**src/hw/rtl/rhsv_pkg.sv**
```systemverilog
// shared types and constants for the rgb to hsv converter
// no dependencies; used by rhsv_div and rgb_to_hsv_8bit
`default_nettype none

package rhsv_pkg;

    // component and result width
    localparam int PIX_W = 8;

    // quotient bits resolved per divider stage, must divide PIX_W
    localparam int DIV_BITS_PER_STEP = 2;

    // hue scaling and sector bases on a 256 step circle
    localparam int HUE_STEP   = 43;
    localparam int BASE_RED   = 0;
    localparam int BASE_GREEN = 85;
    localparam int BASE_BLUE  = 171;

    // saturation full scale
    localparam int SAT_SCALE  = 255;

    // which component holds the maximum
    typedef enum logic [1:0] {
        SECT_RED,
        SECT_GREEN,
        SECT_BLUE
    } sector_t;

endpackage

`default_nettype wire

```
**src/hw/rtl/rgb_to_hsv_8bit.sv**
```systemverilog
// top level of the pixel rgb to hsv converter
// depends on rhsv_pkg and rhsv_div
`default_nettype none

// Converts one 8-bit RGB pixel per clock, while the output is taken, into 8-bit hue,
// saturation and value. The block takes a new pixel every cycle unless the output
// stalls a full pipe. One stage finds max, min and the hue sector, one forms
// 255*(max-min) and 43*|difference|, the two dividers resolve DIV_BITS_PER_STEP
// quotient bits per stage, and a last stage applies the sector base and sign and
// registers the result. DIV_BITS_PER_STEP must divide 8.
// Each stage holds its beat only while the stage after it is full and stalled, so
// bubbles are squeezed out and s_ready drops only when every stage holds a beat and
// the output is not taken.
module rgb_to_hsv_8bit #(
    parameter int DIV_BITS_PER_STEP = rhsv_pkg::DIV_BITS_PER_STEP
) (
    input  wire logic                       aclk,
    input  wire logic                       aresetn,

    input  wire logic                       s_valid,
    output logic                            s_ready,
    input  wire logic [rhsv_pkg::PIX_W-1:0] s_red,
    input  wire logic [rhsv_pkg::PIX_W-1:0] s_green,
    input  wire logic [rhsv_pkg::PIX_W-1:0] s_blue,

    output logic                            m_valid,
    input  wire logic                       m_ready,
    output logic      [rhsv_pkg::PIX_W-1:0] m_hue,
    output logic      [rhsv_pkg::PIX_W-1:0] m_saturation,
    output logic      [rhsv_pkg::PIX_W-1:0] m_value
);

    localparam int W      = rhsv_pkg::PIX_W;
    localparam int STEPS  = W / DIV_BITS_PER_STEP;
    localparam int NSTAGE = STEPS + 3;
    localparam int DIV0   = 2;
    localparam int LAST   = NSTAGE - 1;

    // stage valid bits and load enables
    logic [NSTAGE-1:0] v_reg;
    logic [NSTAGE-1:0] en;

    always_comb begin
        en[LAST] = !v_reg[LAST] || m_ready;
        for (int k = LAST - 1; k >= 0; k--) begin
            en[k] = !v_reg[k] || en[k+1];
        end
    end

    always_ff @(posedge aclk) begin
        if (!aresetn) begin
            v_reg <= '0;
        end else begin
            if (en[0]) begin
                v_reg[0] <= s_valid;
            end
            for (int k = 1; k < NSTAGE; k++) begin
                if (en[k]) begin
                    v_reg[k] <= v_reg[k-1];
                end
            end
        end
    end

    assign s_ready = en[0];
    assign m_valid = v_reg[LAST];

    // stage 1: max, min, sector and magnitude of the hue difference
    logic [W-1:0]       mx_next, mn_next, absdiff_next;
    logic               neg_next;
    rhsv_pkg::sector_t  sector_next;

    always_comb begin
        logic [W-1:0] hi;
        logic [W-1:0] lo;
        mx_next = s_red;
        if (s_green > mx_next) mx_next = s_green;
        if (s_blue > mx_next)  mx_next = s_blue;
        mn_next = s_red;
        if (s_green < mn_next) mn_next = s_green;
        if (s_blue < mn_next)  mn_next = s_blue;

        // red wins ties over green, green over blue
        priority if (s_red >= s_green && s_red >= s_blue) begin
            sector_next = rhsv_pkg::SECT_RED;
            hi = s_green;
            lo = s_blue;
        end else if (s_green >= s_blue) begin
            sector_next = rhsv_pkg::SECT_GREEN;
            hi = s_blue;
            lo = s_red;
        end else begin
            sector_next = rhsv_pkg::SECT_BLUE;
            hi = s_red;
            lo = s_green;
        end
        neg_next     = hi < lo;
        absdiff_next = neg_next ? (lo - hi) : (hi - lo);
    end

    logic [W-1:0]      p1_mx_reg, p1_d_reg, p1_absdiff_reg;
    logic              p1_neg_reg;
    rhsv_pkg::sector_t p1_sector_reg;

    always_ff @(posedge aclk) begin
        if (en[0]) begin
            p1_mx_reg      <= mx_next;
            p1_d_reg       <= mx_next - mn_next;
            p1_absdiff_reg <= absdiff_next;
            p1_neg_reg     <= neg_next;
            p1_sector_reg  <= sector_next;
        end
    end

    // stage 2: scaled dividends
    logic [2*W-1:0]    p2_nsat_reg, p2_nhue_reg;
    logic [W-1:0]      p2_mx_reg, p2_d_reg;
    logic              p2_neg_reg, p2_zero_reg;
    rhsv_pkg::sector_t p2_sector_reg;

    always_ff @(posedge aclk) begin
        if (en[1]) begin
            p2_nsat_reg   <= (2*W)'(p1_d_reg) * (2*W)'(rhsv_pkg::SAT_SCALE);
            p2_nhue_reg   <= (2*W)'(p1_absdiff_reg) * (2*W)'(rhsv_pkg::HUE_STEP);
            p2_mx_reg     <= p1_mx_reg;
            p2_d_reg      <= p1_d_reg;
            p2_neg_reg    <= p1_neg_reg;
            p2_zero_reg   <= (p1_d_reg == '0);
            p2_sector_reg <= p1_sector_reg;
        end
    end

    // dividers: saturation over max, hue step over max - min
    logic [W-1:0] sat_quo, hue_quo;

    rhsv_div #(
        .BITS_PER_STEP (DIV_BITS_PER_STEP)
    ) u_div_sat (
        .aclk (aclk),
        .en   (en[DIV0 +: STEPS]),
        .num  (p2_nsat_reg),
        .den  (p2_mx_reg),
        .quo  (sat_quo)
    );

    rhsv_div #(
        .BITS_PER_STEP (DIV_BITS_PER_STEP)
    ) u_div_hue (
        .aclk (aclk),
        .en   (en[DIV0 +: STEPS]),
        .num  (p2_nhue_reg),
        .den  (p2_d_reg),
        .quo  (hue_quo)
    );

    // side data riding alongside the divider stages
    logic [W-1:0]      sd_mx_reg     [STEPS];
    logic              sd_neg_reg    [STEPS];
    logic              sd_zero_reg   [STEPS];
    rhsv_pkg::sector_t sd_sector_reg [STEPS];

    always_ff @(posedge aclk) begin
        if (en[DIV0]) begin
            sd_mx_reg[0]     <= p2_mx_reg;
            sd_neg_reg[0]    <= p2_neg_reg;
            sd_zero_reg[0]   <= p2_zero_reg;
            sd_sector_reg[0] <= p2_sector_reg;
        end
        for (int k = 1; k < STEPS; k++) begin
            if (en[DIV0 + k]) begin
                sd_mx_reg[k]     <= sd_mx_reg[k-1];
                sd_neg_reg[k]    <= sd_neg_reg[k-1];
                sd_zero_reg[k]   <= sd_zero_reg[k-1];
                sd_sector_reg[k] <= sd_sector_reg[k-1];
            end
        end
    end

    // last stage: sector base plus signed quotient, wraps mod 256; hue and saturation are zero when max equals min
    logic [W-1:0] base;
    logic [W-1:0] hue_next, sat_next;

    always_comb begin
        unique case (sd_sector_reg[STEPS-1])
            rhsv_pkg::SECT_RED:   base = W'(rhsv_pkg::BASE_RED);
            rhsv_pkg::SECT_GREEN: base = W'(rhsv_pkg::BASE_GREEN);
            rhsv_pkg::SECT_BLUE:  base = W'(rhsv_pkg::BASE_BLUE);
            default:              base = W'(rhsv_pkg::BASE_RED);
        endcase
        if (sd_zero_reg[STEPS-1]) begin
            hue_next = '0;
            sat_next = '0;
        end else begin
            hue_next = sd_neg_reg[STEPS-1] ? (base - hue_quo) : (base + hue_quo);
            sat_next = sat_quo;
        end
    end

    logic [W-1:0] out_hue_reg, out_sat_reg, out_val_reg;

    always_ff @(posedge aclk) begin
        if (en[LAST]) begin
            out_hue_reg <= hue_next;
            out_sat_reg <= sat_next;
            out_val_reg <= sd_mx_reg[STEPS-1];
        end
    end

    assign m_hue        = out_hue_reg;
    assign m_saturation = out_sat_reg;
    assign m_value      = out_val_reg;

    // grey and black pixels carry no hue
    a_grey_no_hue : assert property (@(posedge aclk) disable iff (!aresetn)
        m_valid && (m_saturation == '0) |-> (m_hue == '0))
        else $error("hue set on a pixel with zero saturation");

    // nonzero saturation needs a nonzero maximum
    a_sat_needs_value : assert property (@(posedge aclk) disable iff (!aresetn)
        m_valid && (m_saturation != '0) |-> (m_value != '0))
        else $error("saturation set on a black pixel");

    // input backpressure only comes from a full pipe behind a stalled output
    a_ready_only_when_full : assert property (@(posedge aclk) disable iff (!aresetn)
        !s_ready |-> (m_valid && !m_ready && (v_reg == '1)))
        else $error("input stalled while the pipeline has room");

endmodule

`default_nettype wire

```
**src/hw/rtl/rhsv_div.sv**
```systemverilog
// pipelined restoring divider: 2*PIX_W bit dividend over PIX_W bit divisor
// depends on rhsv_pkg; quotient must fit in PIX_W bits (dividend high half < divisor)
`default_nettype none

module rhsv_div #(
    parameter int BITS_PER_STEP = rhsv_pkg::DIV_BITS_PER_STEP,
    localparam int W            = rhsv_pkg::PIX_W,
    localparam int STEPS        = W / BITS_PER_STEP
) (
    input  wire logic             aclk,
    input  wire logic [STEPS-1:0] en,
    input  wire logic [2*W-1:0]   num,
    input  wire logic [W-1:0]     den,
    output logic      [W-1:0]     quo
);

    logic [W-1:0] rem_reg [STEPS];
    logic [W-1:0] low_reg [STEPS];
    logic [W-1:0] quo_reg [STEPS];
    logic [W-1:0] den_reg [STEPS];

    logic [W-1:0] rem_in [STEPS];
    logic [W-1:0] low_in [STEPS];
    logic [W-1:0] quo_in [STEPS];
    logic [W-1:0] den_in [STEPS];

    logic [W-1:0] rem_next [STEPS];
    logic [W-1:0] low_next [STEPS];
    logic [W-1:0] quo_next [STEPS];

    for (genvar k = 0; k < STEPS; k++) begin : g_step
        if (k == 0) begin : g_first
            assign rem_in[k] = num[2*W-1:W];
            assign low_in[k] = num[W-1:0];
            assign quo_in[k] = '0;
            assign den_in[k] = den;
        end else begin : g_rest
            assign rem_in[k] = rem_reg[k-1];
            assign low_in[k] = low_reg[k-1];
            assign quo_in[k] = quo_reg[k-1];
            assign den_in[k] = den_reg[k-1];
        end

        always_comb begin
            logic [W:0]   trial;
            logic [W-1:0] rem_v;
            logic [W-1:0] low_v;
            logic [W-1:0] quo_v;
            rem_v = rem_in[k];
            low_v = low_in[k];
            quo_v = quo_in[k];
            for (int i = 0; i < BITS_PER_STEP; i++) begin
                trial = {rem_v, low_v[W-1]};
                low_v = {low_v[W-2:0], 1'b0};
                if (trial >= {1'b0, den_in[k]}) begin
                    trial = trial - {1'b0, den_in[k]};
                    quo_v = {quo_v[W-2:0], 1'b1};
                end else begin
                    quo_v = {quo_v[W-2:0], 1'b0};
                end
                rem_v = trial[W-1:0];
            end
            rem_next[k] = rem_v;
            low_next[k] = low_v;
            quo_next[k] = quo_v;
        end

        always_ff @(posedge aclk) begin
            if (en[k]) begin
                rem_reg[k] <= rem_next[k];
                low_reg[k] <= low_next[k];
                quo_reg[k] <= quo_next[k];
                den_reg[k] <= den_in[k];
            end
        end
    end

    assign quo = quo_reg[STEPS-1];

endmodule

`default_nettype wire
```
**config.mk**
```make
export PLATFORM = sky130hd
export DESIGN_NAME = rgb_to_hsv_8bit
export DESIGN_NICKNAME = d
export VERILOG_FILES = /design/src/hw/rtl/rhsv_pkg.sv /design/src/hw/rtl/rgb_to_hsv_8bit.sv /design/src/hw/rtl/rhsv_div.sv
export SDC_FILE = /design/constraint.sdc
export NUM_CORES = 1
export LEC_CHECK = 0
export BUFFER_PORTS_ARGS = -buffer_cell sky130_fd_sc_hd__buf_2
export CORE_MARGIN = 10
export CORE_UTILIZATION = 55
export DETAILED_ROUTE_END_ITERATION = 10
export GPL_TIMING_DRIVEN = 0
export PLACE_DENSITY = 0.72
export REMOVE_ABC_BUFFERS = 1
export SLEW_MARGIN = 20
export SYNTH_ARGS = -nofsm -noshare
export SYNTH_HDL_FRONTEND = slang
export SYNTH_SLANG_ARGS = --single-unit
```
**constraint.sdc**
```tcl
create_clock -name aclk -period 6.7 [get_ports aclk]
set_input_delay 1.005 -clock aclk [delete_from_list [all_inputs] [get_ports aclk]]
set_output_delay 1.005 -clock aclk [all_outputs]
set_load 0.005 [all_outputs]
```
# [After elaboration in Yosys (flattened, before gate mapping)]
# Memory sizes are Yosys's and may differ from the RTL's. A register that Yosys moved wholly into a read port is not among the register bits.
# Cells that the tools add are included.
# Widths: inputs -> output; s select.
[classes] add_sub_neg=21 n_mul=2 n_lt_le_gt_ge=24 eq_ne=2 mux=52 n_reduce_logical=16
[op_table] op="$mux 8" count=26
[op_table] op="$sub 8x8->8" count=19
[op_table] op="$ge 9x8->1" count=15
[op_table] op="$ge 8x8->1" count=3
[op_table] op="$lt 8x8->1" count=3
[op_table] op="$mux 1" count=24
[op_table] op="$gt 8x8->1" count=2
[op_table] op="$mul 8x8->16 const B" count=1
[op_table] op="$pmux 8 s2" count=1
[op_table] op="$mul 8x6->14 const B" count=1
[op_table] op="$add 8x8->8" count=1
[op_table] op="$ge 7x8->1" count=1
[op_table] op="$logic_not 8->1" count=1
[op_table] op="$sub 7x8->8" count=1
[op_table] op="$logic_not 1->1" count=7
[op_table] op="$logic_or 1x1->1" count=7
[op_table] op="$eq 2x1->1 const B" count=1
[op_table] op="$eq 2x2->1 const B" count=1
[op_table] op="$mux 2" count=1
[op_table] op="$logic_and 1x1->1" count=1
[totals] reg_bits=92 ram_bits=288 input_bits=28 word_cells=149 memories=12
[memory_table] memory="sd_mx_reg" words=4 width=8 rd=4 rd_clocked_by_memory_dff=1 wr=4 line_no="rgb_to_hsv_8bit.sv:157" rtl="logic [W-1:0] sd_mx_reg [STEPS];"
[memory_table] memory="u_div_hue.den_reg" words=4 width=8 rd=3 rd_clocked_by_memory_dff=0 wr=4 line_no="rhsv_div.sv:20" rtl="logic [W-1:0] den_reg [STEPS];"
[memory_table] memory="u_div_hue.quo_reg" words=4 width=8 rd=4 rd_clocked_by_memory_dff=0 wr=4 line_no="rhsv_div.sv:19" rtl="logic [W-1:0] quo_reg [STEPS];"
[memory_table] memory="u_div_hue.rem_reg" words=4 width=8 rd=3 rd_clocked_by_memory_dff=0 wr=4 line_no="rhsv_div.sv:17" rtl="logic [W-1:0] rem_reg [STEPS];"
[memory_table] memory="u_div_sat.den_reg" words=4 width=8 rd=3 rd_clocked_by_memory_dff=0 wr=4 line_no="rhsv_div.sv:20"
[memory_table] memory="u_div_sat.quo_reg" words=4 width=8 rd=4 rd_clocked_by_memory_dff=1 wr=4 line_no="rhsv_div.sv:19"
[memory_table] memory="+6 memories"

# [Logic depth before layout (Yosys ltp)]
[logic_depth] word_depth=8 mapped_depth=27 depth_no_buf=25

# [By module]
# Synthesis repeated with hierarchy kept, for this count alone.
[hier_totals] cells_unflattened=1897 area_unflattened_um2=22033.6
[by_module_without_submodules] mod="rgb_to_hsv_8bit" instances=1 cells_each=880 area_each_um2=10571.4 seq_area_each_um2=4584.4
[by_module_without_submodules] mod="rhsv_div (u_div_hue)" instances=1 cells_each=514 area_each_um2=5746.8 seq_area_each_um2=2402.3
[by_module_without_submodules] mod="rhsv_div (u_div_sat)" instances=1 cells_each=503 area_each_um2=5715.5 seq_area_each_um2=2402.3

# [Worst setup path before layout]
# No wires, ideal clock.
[synth_timing] path_kind="input to register" from="input port s_green[7] (netlist name)" to="register p1_d_reg[7], data pin" setup_time_ns=0.259 arrival_ns=5.430 slack_ns=1.011 cell_stages=26 n_path_buf=2 path_cell_list="inv_1 > ha_1 > nand4_1 > or2_1 > clkbuf_1 > o211ai_1 > nand2_1 > mux2i_1 > ha_1 > a211o_1 > a211oi_1 > o2111ai_1 > nand3_1 > buf_2 > nor2b_1 > a21oi_1 > inv_1 > ha_1 > nor2b_1 > o21a_1 > o21a_1 > o21a_1 > o21ai_0 > nand2b_1 > a21oi_1 > xnor2_1"
[synth_via] elab_chain_cells=5 elab_cells_between_ends=9 cone_classes="add/sub: 1; order compare: 4; mux: 4"
[synth_lines] item="from (decl)" line_no="rgb_to_hsv_8bit.sv:23" rtl="input wire logic [rhsv_pkg::PIX_W-1:0] s_green,"
[synth_lines] item="$gt 8x8->1 / $lt 8x8->1 (equally long branches)" line_no="rgb_to_hsv_8bit.sv:77, rgb_to_hsv_8bit.sv:80"
[synth_lines] item="$mux 8 (on tied branches)" line_no="rgb_to_hsv_8bit.sv:77, rgb_to_hsv_8bit.sv:80"
[synth_lines] item="$gt 8x8->1 / $lt 8x8->1 (equally long branches)" line_no="rgb_to_hsv_8bit.sv:78, rgb_to_hsv_8bit.sv:81"
[synth_lines] item="$mux 8 (on tied branches)" line_no="rgb_to_hsv_8bit.sv:78, rgb_to_hsv_8bit.sv:81"
[synth_lines] item="$sub 8x8->8 *" line_no="rgb_to_hsv_8bit.sv:108" rtl="p1_d_reg <= mx_next - mn_next;"
[synth_lines] item="to (signal assigned)" line_no="rgb_to_hsv_8bit.sv:108"
[synth_lines] item="to (decl)" line_no="rgb_to_hsv_8bit.sv:101" rtl="logic [W-1:0] p1_mx_reg, p1_d_reg, p1_absdiff_reg;"
# Every way passes the cells marked *; elsewhere a longest branch is shown, timed or not.
# A chain may end at the register's enable or synchronous reset.

# [Worst setup path after layout]
[layout_timing] from="input port s_green[1] (netlist name)" to="register p1_d_reg[7], data pin"
# The elaborated chain is that of the path after synthesis.

==> results.json <==
{
  "cts_buffers": 30,
  "placed_cells": 2318,
  "rows": 70,
  "wl_met2_um": 19000,
  "crit_path_end_kind": "flop",
  "synth_fa_ha_area_frac": 0.221,
  "wl_per_cell_um": 15.9,
  "die_area_um2": 45700,
  "final_cells": 2374,
  "stdcell_area_um2": 22700,
  "synth_edf_count": 281,
  "synth-seq-cells": 288,
  "placed_area_um2": 21600,
  "synth-simple-area-share": 0.0739,
  "worst_ep_arrival_time_ps": 6460,
  "syn_to_final_growth_pct": 9.83,
  "maxSlewViolCount": 0,
  "worstPathRequired_ps": 7010,
  "grt_pass1_wl_um": 63800,
  "setup.worst_path.start_class": "input port",
  "whs_ps": 414,
  "synthCells": 1806,
  "hold_path.class": "reg2reg",
  "vias_per_cell": 5.56,
  "outcome": "complete, no violations",
  "finalCritPeriodShare": 0.918,
  "core_area_um2": 36800,
  "grt_pass1_vias": 13694,
  "met1_length_um": 16100,
  "synth_area_per_cell_um2": 11.4,
  "drt_iter0_drc": 609,
  "clockBufferDepth": 3,
  "syn_area_um2": 20600,
  "synth_ff_type": "edfxtp_1",
  "die_y_um": 214,
  "fmax_mhz": 163,
  "clk_pin_slew_ps": 60,
  "critPathTopFamily": "compound AO/OA/AOI/OAI gates",
  "grt_usage": 0.168,
  "slew_headroom": 0.408,
  "critPathSlowestCell": "a21oi_1",
  "drc": 0,
  "synthMuxAreaShare": 0.0822,
  "die_width_um": 214,
  "period_minus_slack_ps": 6150,
  "portBuffers": 53,
  "h-tree-depth": 1,
  "clk_latency_ps": 560,
  "grt_max_degree": 36,
  "seq_area_um2": 8580,
  "gp_congestion": 0.893,
  "synth_top_family_by_area": "adder cells",
  "ant_nets": 0,
  "antenna_found_initial": 1,
  "synth-compound-area-share": 0.116,
  "nFillCells": 2843,
  "final-hold-violation-count": 0,
  "wl_met3_um": 1510,
  "critPathKind": "in2reg",
  "drt_pre_antenna_iters": 5,
  "synthArstFlopShare": 0,
  "rsz0062_at_grt": "false",
  "layout.nets": 2240,
  "yosysWarnings": 0,
  "start_util": 0.561,
  "postCtsResizedCells": 0,
  "cts-root-buf": "clkbuf_16",
  "highest_layer": "met4",
  "worst_pin_slew_ps": 887,
  "grt_overflow": 0,
  "drive_gt1_frac": 0.129,
  "cts_tree": "yes",
  "cts_sinks": 288,
  "cpPeakStageDelay_ps": 480,
  "place_hpwl_um": 29800,
  "setup_violations": 0,
  "cp_max_fo": 12,
  "num_io_pins": 54,
  "vias": 13200,
  "yosysUniqueCellTypes": 68,
  "drt_wl_total_um": 37700,
  "postCtsSetupBuffers": 0,
  "path_buf_inv": 3,
  "ys_seq_area_frac": 0.416,
  "synthXorXnorAreaFrac": 0.0433,
  "multiInputGateArea_um2": 11100,
  "hold_buffers": 0,
  "cap_violations": 0,
  "skew_ps": 12.7
}
cell families after synthesis:
| logic type | Yosys count |
|---|---|
| compound gates | 360 |
| xor+xnor | 102 |
| fa+ha+maj | 330 |
| buf+inv | 260 |
| flops | 288 |
| mux | 153 |
| simple gates | 313 |
final cells by class:
cell class,count,share of cell area
timing repair buffer,60,0.0183
inverter,244,0.0404
sequential,288,0.379
clock buffer,35,0.0358
multi-input combinational,1258,0.491
tap,468,0.0258
clock inverter,20,0.0105
antenna,1,0.000110
cell usage after synthesis (4+ instances only):
| cell | count | share of area |
|---|---|---|
| dfxtp_1 | 7 | 0.0068 |
| nor2b_1 | 36 | 0.011 |
| fa_1 | 57 | 0.055 |
| a311o_1 | 4 | 0.0019 |
| mux2_1 | 17 | 0.0093 |
| a21o_1 | 55 | 0.020 |
| and2_1 | 6 | 0.0018 |
| a21oi_2 | 7 | 0.0030 |
| o211ai_1 | 4 | 0.0015 |
| nand4_1 | 30 | 0.0091 |
| o21bai_1 | 17 | 0.0062 |
| or2_2 | 5 | 0.0015 |
| inv_1 | 241 | 0.044 |
| edfxtp_1 | 281 | 0.41 |
| nor2_1 | 122 | 0.022 |
| a31oi_1 | 8 | 0.0024 |
| nand3_1 | 12 | 0.0029 |
| buf_2 | 7 | 0.0017 |
| o31ai_1 | 8 | 0.0029 |
| o21ai_0 | 60 | 0.015 |
| xor2_1 | 25 | 0.011 |
| o21ai_1 | 23 | 0.0056 |
| mux2_4 | 8 | 0.0058 |
| mux2_2 | 83 | 0.045 |
| mux2i_1 | 45 | 0.022 |
| nor4_1 | 4 | 0.0012 |
| nor3_1 | 18 | 0.0044 |
| clkbuf_1 | 7 | 0.0013 |
| o21a_1 | 26 | 0.0095 |
| and3_1 | 4 | 0.0012 |
| nand2b_1 | 20 | 0.0061 |
| a211oi_1 | 16 | 0.0058 |
| xnor2_1 | 77 | 0.033 |
| a21oi_1 | 99 | 0.024 |
| nand2_1 | 46 | 0.0084 |
| ha_1 | 273 | 0.17 |
metrics by stage:
| step | utilization | setup slack [ps] | TNS [ps] |
|---|---|---|---|
| floorplan | - | -170 | -170 |
| global placement | 0.582 | -1270 | -6130 |
| detailed placement | 0.586 | -38.1 | -38.1 |
| CTS | 0.615 | 531 | 0 |
| global route | 0.616 | 15.4 | 0 |
| finish | 0.616 | 550 | 0 |
final timing paths:
path                                start                 endpoint  slack [ps]  cells past startpoint
setup / recovery               s_green[1]              p1_d_reg[7]         550                     25
setup reg to reg  u_div_hue.den_reg[0][1]  u_div_hue.rem_reg[1][6]        1390                     18
hold / removal           p2_sector_reg[1]      sd_sector_reg[0][1]         410                      0
hold reg to reg          p2_sector_reg[1]      sd_sector_reg[0][1]         410                      0
cells in the final DEF, fill, tap and decap left out, types with 31 or more instances in the layout:
cell type and count:
ha_1 273, a21o_1 55, mux2i_1 45, edfxtp_1 281, buf_2 53, nor2_1 122, o21ai_0 60, a21oi_1 99
fa_1 57, inv_1 238, mux2_2 83, nor2b_1 36, nand2_1 43, xnor2_1 77, clkbuf_16 31
routing by layer:
metal  GRT usage  vias up
li1            -     6641
met1       0.196     6255
met2       0.308      233
met3      0.0222       71
met4      0.0587        0
met5           0        -
Power is not shown: default switching activity piles up to over one toggle a cycle in this logic, so the estimate is an artifact.
